**src/rtl/lfba_queue.sv**
```systemverilog
module lfba_queue #(
   parameter int WIDTH = 8,
   parameter int DEPTH = 2,
   localparam int PW = $clog2(DEPTH),
   localparam int CW = $clog2(DEPTH + 1)
) (
   input  logic             clock,
   input  logic             reset,
   input  logic             push,
   input  logic [WIDTH-1:0] push_data,
   input  logic             pop,
   output logic [WIDTH-1:0] pop_data,
   output logic             empty
);

   logic [WIDTH-1:0] entry_ff [DEPTH];
   logic [PW-1:0] wr_ptr_ff, rd_ptr_ff;
   logic [CW-1:0] count_ff, count_in;
   logic do_push, do_pop;

   assign empty = (count_ff == '0);
   assign do_push = push && (count_ff < CW'(DEPTH));
   assign do_pop = pop && !empty;
   assign pop_data = entry_ff[rd_ptr_ff];

   always_comb begin
      count_in = count_ff;
      if (do_push && !do_pop) begin
         count_in = count_ff + 1'b1;
      end else if (do_pop && !do_push) begin
         count_in = count_ff - 1'b1;
      end
   end

   always_ff @(posedge clock) begin
      if (reset) begin
         wr_ptr_ff <= '0;
         rd_ptr_ff <= '0;
         count_ff <= '0;
      end else begin
         count_ff <= count_in;
         if (do_push) begin
            wr_ptr_ff <= (wr_ptr_ff == PW'(DEPTH - 1)) ? '0 : wr_ptr_ff + 1'b1;
         end
         if (do_pop) begin
            rd_ptr_ff <= (rd_ptr_ff == PW'(DEPTH - 1)) ? '0 : rd_ptr_ff + 1'b1;
         end
      end
   end

   always_ff @(posedge clock) begin
      if (do_push) begin
         entry_ff[wr_ptr_ff] <= push_data;
      end
   end

endmodule

```
**config.mk**
```make
export PLATFORM = sky130hd
export DESIGN_NAME = lfba_queue
export DESIGN_NICKNAME = d
export VERILOG_FILES = /design/src/rtl/lfba_queue.sv
export SDC_FILE = /design/constraint.sdc
export NUM_CORES = 1
export LEC_CHECK = 0
export BUFFER_PORTS_ARGS = -buffer_cell sky130_fd_sc_hd__buf_4
export CAP_MARGIN = 40
export CELL_PAD_IN_SITES_DETAIL_PLACEMENT = 1
export CELL_PAD_IN_SITES_GLOBAL_PLACEMENT = 2
export CORE_UTILIZATION = 36
export DETAILED_ROUTE_END_ITERATION = 6
export GPL_TIMING_DRIVEN = 1
export HOLD_SLACK_MARGIN = 0.05
export PLACE_DENSITY = 0.82
export SLEW_MARGIN = 20
export SYNTH_ARGS = -nofsm -noshare
export SYNTH_HDL_FRONTEND = slang
export SYNTH_SLANG_ARGS = --single-unit
```
**constraint.sdc**
```tcl
create_clock -name clock -period 3.9 [get_ports clock]
set_input_delay 0.78 -clock clock [delete_from_list [all_inputs] [get_ports clock]]
set_output_delay 0.78 -clock clock [all_outputs]
set_load 0.03 [all_outputs]
```
==> results.txt <==
The setup TNS came out at 0 ns. The number of enable-type register cells in the synthesized netlist came out at 16. The number of sinks handled by clock tree synthesis is 21. The cell area after technology mapping came out at 782.0 um^2.

Headroom to the max-slew limit came out at 53.06%. The count of synthesis-stage warnings from yosys came out at 0. The power density over cell area is 681.4 nW/um^2. The wire length of the first global-routing pass is 2.028 mm. The signal arrival time at the worst endpoint came out at 1.43 ns. Synthesis produced a netlist with a net count of 60. The data required time at the worst endpoint is 3.12 ns. The core area is 2002 um^2. TritonCTS built the clock tree. The worst hold slack is 0.5337 ns.

The tightest min-delay check is of the reg -> reg type. The proportion of power drawn by the clock network came out at 14.5%. For this run, design rule violations remaining after detail routing come to 0. The register area is 580.6 um^2. The final weighted congestion of routability-driven global placement is 0.6488. The slew at the pin closest to its max-slew limit is 0.7027 ns. The worst path needs 2.208 ns of the cycle, external delays included. The final non-filler cell total is 97. The layout overhead on the synthesized area came out at 26.40%.

The most used standard cell by instance count after synthesis is sky130_fd_sc_hd__edfxtp_1. The critical path is of the reg -> out type. The largest net degree at the start of global routing is 13. The number of endpoints with negative hold slack in the final report is 0. Each instance of the synthesized netlist takes up on average 16.64 um^2.

Once the floorplan was initialized, standard cells occupied 39.06% of the core. Across all setup checks in the final design, the least slack found is 1.692 ns. The kind of capture point of the worst setup path is an output pin. The via density per instance is 4.536. The maximum VDD drop came out at 0.0003127 V. The prevailing post-synth register cell is sky130_fd_sc_hd__edfxtp_1. For this run the aggregate overflow at the end of global routing stands at 0. The worst setup path is launched from a register.

The clock tree skew after final layout came out at 0.008939 ns. In this run switching power makes up 34.73% of total power. The initial antenna violation count is 0. The signal on the critical path passes through mux2_2 -> buf_4. Yosys attributes the largest share of cell area to sky130_fd_sc_hd__edfxtp_1, sky130_fd_sc_hd__dfxtp_1, sky130_fd_sc_hd__mux2_2. The multi-input combinational cell area is 196.4 um^2. The floorplan step set the die width to 48.61 um.

The final count of negative-setup-slack endpoints came out at 0. The number of hold buffers added after CTS was 0. Static timing analysis puts the maximum clock frequency at 0.4530 GHz. The biggest area contributor in the post-synthesis netlist is sky130_fd_sc_hd__edfxtp_1. The met2 track demand over resource is 20.37%.

The maximum single-stage delay on the critical path is 0.57 ns. Global routing consumed, over all layers together, 11.67% of the routing resources. In this run the clock root is driven by a sky130_fd_sc_hd__clkbuf_4.

The worst setup slack before clock tree synthesis came out at 1.719 ns. The total placed cells including tap cells came out at 93. The synthesized netlist contains 13 unique library cells.

Counting instances in the post-synthesis netlist gives the leading cell types as sky130_fd_sc_hd__edfxtp_1, sky130_fd_sc_hd__mux2_2, sky130_fd_sc_hd__dfxtp_1, sky130_fd_sc_hd__nor2_1, sky130_fd_sc_hd__xor2_1. The die outline area came out at 2362 um^2. met2 is the most crowded layer. The vertical extent of the die came out at 48.61 um. The post-cts gate resize count is 0. The violation count after the first detailed-route iteration came out at 1.

The routed length per placed instance came out at 13.20 um. The sequential group share of total power came out at 48.0%. The total of flip-flops plus latches after synthesis is 21. The standby leakage power is 0.3799 nW. After clock tree synthesis, the clock-pin slew on the worst setup and hold paths is 0.11 ns. The post-route total power came out at 0.6735 mW.

The standard-cell row count is 16. The post-synthesis cell count is 47. After clock tree synthesis, the setup repair step added 0 buffers.

The number of slew-limit violations in the final report is 0. The top-area cell type share of the netlist area came out at 61.44%. The global-route track usage on met1 is 12.55%. The fraction of registers with async set or reset after synthesis is 0%. The largest individual stage delay along the critical path comes from the cell sky130_fd_sc_hd__dfxtp_1.

The total inserted antenna cells is 0. The final HPWL from detailed placement came out at 942.3 um. The filler cells instantiated in the layout total 212. The total I/O pin count is 21. The combinational share of power is 37.5%. The sequential share of the synthesized area is 74.24%.

The count of nets after finishing is 84. The power dissipated by switching net loads is 0.2339 mW. Once detail routing completed, the nets flagged for antenna violations numbered 0.

The number of iterations in the first detailed-routing pass is 4. The final period utilization is 56.60%. The internal power of the cells totals 0.4396 mW.

The total via count in the routed design is 440. The depth of the CTS H-tree is 1. The fraction of layout cells with a size suffix above 1 is 45.71%.

The flow ran to the end, and the final reports show no timing, DRC or antenna violations. The global routing met3 resource utilization came out at 3.774%. For the worst-skew pair, the clock arrives at the later sink with an insertion delay of 0.29 ns.

Setup repair after global routing left no endpoint under its margin. The worst-case clock buffer depth is 2. Of all nets on the critical path, the largest fanout is 8. The via count of the first global-routing pass is 461. In this run the tool buffered the top-level ports with 20 buffer cells. The tool flagged a number of max-cap violations equal to 0.

The routed wire length came out at 1.280 mm. The number of clock buffers inserted by TritonCTS came out at 3.
## metal layers
layer / share of wire [%] / up-vias
li1: - / 219
met1: 41 / 206
met2: 52 / 13
met3: 5.5 / 2
met4: 0.94 / 0
met5: 0 / -
## registers in the layout, indices dropped and copies added, names as in the netlist, named ones only
| register | count |
|---|---|
| wr_ptr_ff | 1 |
| count_ff | 2 |
| entry_ff | 16 |
| rd_ptr_ff | 1 |
## metrics by stage
step                cell area [um^2]  utilization [%]
floorplan                      782.0                -
global placement               960.9            48.00
detailed placement             960.9            48.00
CTS                            988.4            49.38
global route                   988.4            49.38
finish                         988.4            49.38
## layout make-up
| class | instances | area share, % |
|---|---|---|
| Clock inverter | 1 | 0.5063 |
| Sequential cell | 21 | 58.73 |
| Tap cell | 27 | 3.418 |
| Timing Repair Buffer | 20 | 15.19 |
| Clock buffer | 3 | 2.278 |
| Multi-Input combinational cell | 25 | 19.87 |
## final timing paths
kind	from	end	slack, ns	depth (start not counted)
max	register	pop_data[1]	1.69	2
min	count_ff[1]	count_ff[1]	0.53	2
max reg2reg	count_ff[1]	entry_ff[0][6]	2.29	2
min reg2reg	count_ff[1]	count_ff[1]	0.53	2
## layout by cell type (no fill, tap or decap), types with 2 or more instances in the layout
| master | netlist | routed |
|---|---|---|
| sky130_fd_sc_hd__clkbuf_4 | 0 | 3 |
| sky130_fd_sc_hd__nor2b_1 | 2 | 2 |
| sky130_fd_sc_hd__dfxtp_1 | 5 | 5 |
| sky130_fd_sc_hd__mux2_2 | 8 | 8 |
| sky130_fd_sc_hd__nor2_1 | 5 | 5 |
| sky130_fd_sc_hd__xor2_1 | 3 | 3 |
| sky130_fd_sc_hd__buf_4 | 0 | 20 |
| sky130_fd_sc_hd__o21ai_0 | 2 | 2 |
| sky130_fd_sc_hd__edfxtp_1 | 16 | 16 |
## power by group through the flow
stage          Sequential (mW)  Combinational, mW  Clock [mW]
4_1_cts                  0.324              0.256       0.103
5_1_grt                  0.330              0.274       0.111
3_5_place_dp             0.329              0.255           0
3_3_place_gp             0.326              0.250           0
2_1_floorplan            0.311              0.186           0
6_report                 0.323              0.252      0.0978
## critical path, delay by kind of cell (launching register included)
kind	cells	cell delay, ns
flops	1	0.57
mux	1	0.40
buf+inv	1	0.17
## logic make-up after synthesis
group           share of synthesized area (%)
mux                                     11.52
compound gates                          1.919
simple gates                            5.601
flops                                   74.24
xor+xnor                                4.481
fa+ha+maj                               1.600
buf+inv                                0.6394
No activity file was read; power rests on OpenSTA's default activity.
