==> src/rtl/lfba_pkg.sv <==
package lfba_pkg;

   localparam int NUM_BLOCKS_DEF = 4096;
   localparam int MAX_RUN_DEF = 512;
   localparam int QUEUE_DEPTH = 2;

   localparam int ADDR_W = 48;
   localparam int SHIFT_W = 5;
   localparam int BLOCK_W = 12;
   localparam int COUNT_W = 13;
   localparam int CMD_W = 2;
   localparam int RUN_W = 10;
   localparam int FRAME_W = 36;
   localparam int STATUS_W = 2;
   localparam int CSR_INDEX_W = 2;
   localparam int CSR_DATA_W = 48;

   localparam logic [CMD_W-1:0] CMD_INIT = 2'd0;
   localparam logic [CMD_W-1:0] CMD_ALLOC = 2'd1;
   localparam logic [CMD_W-1:0] CMD_RELEASE = 2'd2;

   localparam logic [CSR_INDEX_W-1:0] CSR_REGION_BASE = 2'd0;
   localparam logic [CSR_INDEX_W-1:0] CSR_BLOCK_SHIFT = 2'd1;
   localparam logic [CSR_INDEX_W-1:0] CSR_FIRST_BLOCK = 2'd2;
   localparam logic [CSR_INDEX_W-1:0] CSR_BLOCK_COUNT = 2'd3;

   localparam logic [SHIFT_W-1:0] BLOCK_SHIFT_RESET = 5'd12;

   typedef enum logic [STATUS_W-1:0] {
      ST_OK = 2'd0,
      ST_SHORT = 2'd1,
      ST_RANGE = 2'd2
   } status_type;

   typedef enum logic [1:0] {
      OP_INIT,
      OP_ALLOC,
      OP_RELEASE,
      OP_REJECT
   } op_type;

   typedef struct packed {
      logic [CMD_W-1:0] cmd;
      logic [RUN_W-1:0] run_length;
      logic [FRAME_W-1:0] release_frame;
   } req_type;

   typedef struct packed {
      status_type status;
      logic [ADDR_W-1:0] block_address;
      logic [COUNT_W-1:0] free_blocks;
   } rsp_type;

   typedef struct packed {
      logic [ADDR_W-1:0] region_base;
      logic [SHIFT_W-1:0] block_shift;
      logic [BLOCK_W-1:0] first_block;
      logic [COUNT_W-1:0] block_count;
   } cfg_type;

   typedef struct packed {
      op_type op;
      logic [RUN_W-1:0] run;
   } job_ctl_type;

endpackage

==> src/rtl/lfba_back.sv <==
module lfba_back import lfba_pkg::*; #(
   parameter int NUM_BLOCKS = NUM_BLOCKS_DEF,
   localparam int IDX_W = $clog2(NUM_BLOCKS),
   localparam int PTR_W = (IDX_W > BLOCK_W) ? IDX_W : BLOCK_W
) (
   input  logic              clock,
   input  logic              reset,
   input  cfg_type           cfg,
   input  logic              q_empty,
   input  job_ctl_type       q_job,
   input  logic [IDX_W-1:0]  q_idx,
   output logic              q_pop,
   output logic              ram_we,
   output logic [IDX_W-1:0]  ram_waddr,
   output logic [PTR_W-1:0]  ram_wdata,
   output logic [IDX_W-1:0]  ram_raddr,
   input  logic [PTR_W-1:0]  ram_rdata,
   output logic              rsp_valid,
   output rsp_type           rsp_data
);

   localparam int CNT_W = $clog2(NUM_BLOCKS + 1);
   localparam int SUM_W = ((CNT_W > COUNT_W) ? CNT_W : COUNT_W) + 1;
   localparam int CMP_W = PTR_W + 1;

   typedef enum logic [1:0] {
      S_IDLE,
      S_INIT,
      S_WALK
   } state_type;

   state_type state_ff;
   logic [PTR_W-1:0] head_ff;
   logic [CNT_W-1:0] count_ff;
   logic [CNT_W-1:0] init_pos_ff;
   logic [COUNT_W-1:0] init_left_ff;
   logic [RUN_W-1:0] run_ff, remain_ff;
   logic cur_ok_ff;
   logic [ADDR_W-1:0] off_ff;
   logic rsp_valid_ff;
   rsp_type rsp_data_ff;

   logic [CNT_W-1:0] init_next;
   logic [PTR_W-1:0] init_link, walk_next;
   logic [CNT_W-1:0] count_left;
   logic head_ok, list_full;

   assign init_next = init_pos_ff + 1'b1;
   assign init_link = (init_next < CNT_W'(NUM_BLOCKS)) ? PTR_W'(init_next) : '0;
   assign walk_next = (!cur_ok_ff || (CMP_W'(ram_rdata) >= CMP_W'(NUM_BLOCKS))) ?
                      '0 : ram_rdata;
   assign count_left = count_ff - CNT_W'(run_ff);
   assign head_ok = CMP_W'(head_ff) < CMP_W'(NUM_BLOCKS);
   assign list_full = count_ff >= CNT_W'(NUM_BLOCKS);
   assign q_pop = (state_ff == S_IDLE) && !q_empty;

   always_comb begin
      ram_we = 1'b0;
      ram_waddr = init_pos_ff[IDX_W-1:0];
      ram_wdata = init_link;
      ram_raddr = head_ff[IDX_W-1:0];
      case (state_ff)
         S_IDLE: begin
            if (!q_empty && (q_job.op == OP_RELEASE) && !list_full) begin
               ram_we = 1'b1;
               ram_waddr = q_idx;
               ram_wdata = head_ff;
            end
         end
         S_INIT: begin
            ram_we = 1'b1;
         end
         S_WALK: begin
            ram_raddr = walk_next[IDX_W-1:0];
         end
         default: begin
            ram_we = 1'b0;
         end
      endcase
   end

   always_ff @(posedge clock) begin
      if (reset) begin
         state_ff <= S_IDLE;
         head_ff <= '0;
         count_ff <= '0;
         rsp_valid_ff <= 1'b0;
      end else begin
         rsp_valid_ff <= 1'b0;
         case (state_ff)
            S_IDLE: begin
               if (!q_empty) begin
                  rsp_data_ff.block_address <= '0;
                  rsp_data_ff.free_blocks <= COUNT_W'(count_ff);
                  case (q_job.op)
                     OP_INIT: begin
                        if (cfg.block_count == '0) begin
                           head_ff <= PTR_W'(cfg.first_block);
                           count_ff <= '0;
                           rsp_data_ff.status <= ST_OK;
                           rsp_data_ff.free_blocks <= '0;
                           rsp_valid_ff <= 1'b1;
                        end else begin
                           init_pos_ff <= CNT_W'(cfg.first_block);
                           init_left_ff <= cfg.block_count;
                           state_ff <= S_INIT;
                        end
                     end
                     OP_ALLOC: begin
                        if (SUM_W'(count_ff) < SUM_W'(q_job.run)) begin
                           rsp_data_ff.status <= ST_SHORT;
                           rsp_valid_ff <= 1'b1;
                        end else begin
                           run_ff <= q_job.run;
                           remain_ff <= q_job.run;
                           cur_ok_ff <= head_ok;
                           off_ff <= ADDR_W'(head_ff) << cfg.block_shift;
                           state_ff <= S_WALK;
                        end
                     end
                     OP_RELEASE: begin
                        if (list_full) begin
                           rsp_data_ff.status <= ST_RANGE;
                        end else begin
                           head_ff <= PTR_W'(q_idx);
                           count_ff <= count_ff + 1'b1;
                           rsp_data_ff.status <= ST_OK;
                           rsp_data_ff.free_blocks <= COUNT_W'(count_ff + 1'b1);
                        end
                        rsp_valid_ff <= 1'b1;
                     end
                     default: begin
                        rsp_data_ff.status <= ST_RANGE;
                        rsp_valid_ff <= 1'b1;
                     end
                  endcase
               end
            end
            S_INIT: begin
               init_pos_ff <= init_next;
               init_left_ff <= init_left_ff - 1'b1;
               if (init_left_ff == COUNT_W'(1)) begin
                  head_ff <= PTR_W'(cfg.first_block);
                  count_ff <= CNT_W'(cfg.block_count);
                  rsp_data_ff.status <= ST_OK;
                  rsp_data_ff.block_address <= '0;
                  rsp_data_ff.free_blocks <= cfg.block_count;
                  rsp_valid_ff <= 1'b1;
                  state_ff <= S_IDLE;
               end
            end
            S_WALK: begin
               remain_ff <= remain_ff - 1'b1;
               cur_ok_ff <= 1'b1;
               if (remain_ff == RUN_W'(1)) begin
                  head_ff <= walk_next;
                  count_ff <= count_left;
                  rsp_data_ff.status <= ST_OK;
                  rsp_data_ff.block_address <= cfg.region_base + off_ff;
                  rsp_data_ff.free_blocks <= COUNT_W'(count_left);
                  rsp_valid_ff <= 1'b1;
                  state_ff <= S_IDLE;
               end
            end
            default: begin
               state_ff <= S_IDLE;
            end
         endcase
      end
   end

   assign rsp_valid = rsp_valid_ff;
   assign rsp_data = rsp_data_ff;

endmodule

==> config.mk <==
export PLATFORM = sky130hd
export DESIGN_NAME = lfba_back
export DESIGN_NICKNAME = d
export VERILOG_FILES = /design/src/rtl/lfba_pkg.sv /design/src/rtl/lfba_back.sv
export SDC_FILE = /design/constraint.sdc
export NUM_CORES = 1
export LEC_CHECK = 0
export CORE_MARGIN = 4
export CORE_UTILIZATION = 45
export DETAILED_ROUTE_END_ITERATION = 12
export DONT_BUFFER_PORTS = 1
export SYNTH_ARGS = -nofsm -noshare
export SYNTH_HDL_FRONTEND = slang
export SYNTH_SLANG_ARGS = --single-unit
==> constraint.sdc <==
create_clock -name clock -period 8.14 [get_ports clock]
set_clock_uncertainty 0.05 [all_clocks]
set_input_delay 2.035 -clock clock [delete_from_list [all_inputs] [get_ports clock]]
set_output_delay 2.035 -clock clock [all_outputs]
set_load 0.005 [all_outputs]
==> results.yml <==
outcome:
  status: "finished clean"
timing:
  slew_headroom_pct: 25.78
  worstMarginPinSlew_ns: 1.105
  final_max_slew_viol_count: 0
  rsz0062_at_grt: "false"
  setup_ws_ns: 2.235
  period_needed_ns: 5.905
  tns_ns: 0
  max_freq_mhz: 169.3
  period_share_pct: 72.55
  setup_viol: 0
  hold_viol: 0
worst_setup_path:
  end_kind: "primary output"
  critPathMaxFanout: 26
  crit_type: "input port to primary output"
  start_kind: "input port"
  crit_slowest_cell: "nor2_2"
  crit_required_ns: 6.06
  cpPeakStageDelay_ns: 0.82
  path_cells: "nor2_1 > nand2_1 > nor2_2 > buf_4 > mux2_2"
  crit_arrival_ns: 3.82
route:
  drtIter0Drc: 757
  vias_per_cell: 5.877
  wl_per_cell_um: 20.45
  vias: 10160
  wl_um: 35330
  antenna_left: 0
  route.detailed.drc: 0
  drtPass1Iterations: 6
floorplan:
  die_area_mm2: 0.03042
  num_io_pins: 219
  start_util_pct: 45.98
  die-height_um: 174.4
  die_x_um: 174.4
  rows: 60
  placeableCoreArea_mm2: 0.02710
clock_tree:
  clkTransAtPathRegs_ns: 0.07
  htree_num_levels: 4
  clk_latency_ns: 0.44
  cts_buffer_depth: 2
  cts_setup_buffers: 0
  cts_tree: "done"
  clock-sinks: 180
  cts_hold_buf: 0
  cts_resized: 0
  clockRootBuffer: "clkbuf_16"
  numCtsBuffers: 17
min_path:
  hp-class: "flop to flop"
pwr:
  power.leakage_nw: 4.948
  p_seq_share_pct: 47.4
  swShare_pct: 27.10
  p_sw_w: 0.0006110
  clockPowerShare_pct: 38.5
  internal-power_w: 0.001643
  p_per_area_mw_per_mm2: 168.8
  ir_drop_mv: 0.1118
  p_comb_share_pct: 14.0
finish:
  fin_cells: 1728
  syn2layout_area_growth_pct: 7.199
  register_area_mm2: 0.005125
  stdcell_area_mm2: 0.01336
  multi_input_area_mm2: 0.006830
  diodes: 0
  fillers: 2563
  layout-drive-gt1-share_pct: 5.973
  num-nets-final: 1535
synthesis:
  ys_ff_latch: 180
  syn_inst: 1384
  synth_common_cells: "nor2_1, edfxtp_1, nand2_1, a21oi_1, ha_1"
  async_flop_share_pct: 0
  synth_top_flop_cell: "edfxtp_1"
  synth.most_common_cell: "nor2_1"
  synth_top_area_share_pct: 36.63
  synthTopCellsByArea: "edfxtp_1, ha_1, a21oi_1"
  ys_seq_area_share_pct: 41.13
  ys_types: 72
  synth_area_leader_cell: "edfxtp_1"
  synth_edf_count: 152
  syn_avg_cell_area_um2: 9.003
  yosys_warnings: 0
  syn_nets: 1576
  syn_area_mm2: 0.01246
placed_design:
  pre_cts_ws_ns: 2.262
  place_area_mm2: 0.01275
  gp_congestion: 0.9151
  hpwl_um: 26760
  placedCellCount: 1696
  io_buffer_count: 0
global_routing:
  grt_max_degree: 78
  grt_pass1_wl_um: 54410
  grt_overflow: 0
  grt_pass1_vias: 9755
  track_usage_pct: 22.50
  antenna_found_initial: 0
job:
  cap_violations: 0
==> power by group through the flow <==
| stage | Clock, W | Sequential [W] | Combinational [W] |
|---|---|---|---|
| 2_1_floorplan | 0 | 0.00108 | 0.000254 |
| 3_3_place_gp | 0 | 0.00109 | 0.000313 |
| 3_5_place_dp | 0 | 0.00109 | 0.000314 |
| 4_1_cts | 0.000880 | 0.00107 | 0.000316 |
| 5_1_grt | 0.000919 | 0.00107 | 0.000353 |
| 6_report | 0.000869 | 0.00107 | 0.000317 |
==> metrics by stage <==
step	hold WS (ns)	power, W	utilization [%]
finish	0.4658	0.002254	49.29
global route	0.4849	0.002344	49.29
CTS	0.4637	0.002266	49.29
detailed placement	0.4529	0.001404	47.06
global placement	0.4429	0.001402	47.06
floorplan	0.4091	0.001330	-
==> metal layers <==
metal | global-route usage [%] | vias to the layer above | wire, um
li1 | - | 5000 | -
met2 | 37.85 | 340 | 16960
met4 | 8.578 | 0 | 1172
met5 | 0 | - | 0
met1 | 28.86 | 4754 | 15110
met3 | 4.110 | 61 | 2082
==> worst max-delay path, delay by kind of cell <==
kind	cells	cell delay, ns
simple gates	3	1.09
mux	1	0.36
buf+inv	1	0.31
==> area by class of cell <==
class	count	area share (%)
multi-input combinational	1065	51.13
sequential	180	38.37
tap	372	3.484
clock buffer	17	3.185
inverter	69	1.939
clock inverter	15	1.330
timing repair buffer	10	0.5620
==> cell usage in the layout, fill, tap and decap left out, drive strengths merged, types with 5 or more instances in the layout <==
cell type	instances
a31oi	12
o21ai	62
dfxtp	28
mux2i	18
nor2	154
o21bai	14
nand2b	13
o31ai	20
ha	73
or3	14
a211oi	22
nand2	139
inv	73
a31o	7
nor2b	13
clkbuf	17
edfxtp	152
a21o	30
nor3	26
a21oi	138
xnor2	43
xor2	32
o22ai	12
buf	10
o211ai	10
a22oi	5
mux2	16
o21a	8
and2	28
a21boi	6
a311o	13
nor4	8
and3	12
clkinv	6
nand3	34
nand4	23
==> path summary, 6_finish.rpt <==
check / start / endpoint / slack [ns] / cells after the start
worst max register to register: remain_ff[2] / rsp_data[62] / 3.97 / 8
worst min register to register: head_ff[8] / head_ff[8] / 0.47 / 2
worst max-delay path: q_job[10] / ram_waddr[5] / 2.23 / 5
worst min-delay path: head_ff[8] / head_ff[8] / 0.47 / 2
==> kinds of logic (layout without fill, tap and decap cells) <==
logic type,after synthesis,count (layout),share of synthesized area [%]
buf+inv,139,111,4.257
fa+ha+maj,75,75,7.651
xor+xnor,75,75,5.272
simple gates,482,482,18.06
mux,34,34,2.892
flops,180,180,41.13
compound gates,399,399,20.74
==> state kept, by name, indices dropped and copies added (netlist names) <==
signal	flops
rsp_data	63
off_ff	43
count_ff	13
init_left_ff	13
init_pos_ff	13
head_ff	12
remain_ff	10
run_ff	10
state_ff	2
rsp_valid	1
Note: power is estimated with default switching activity, not from simulation.
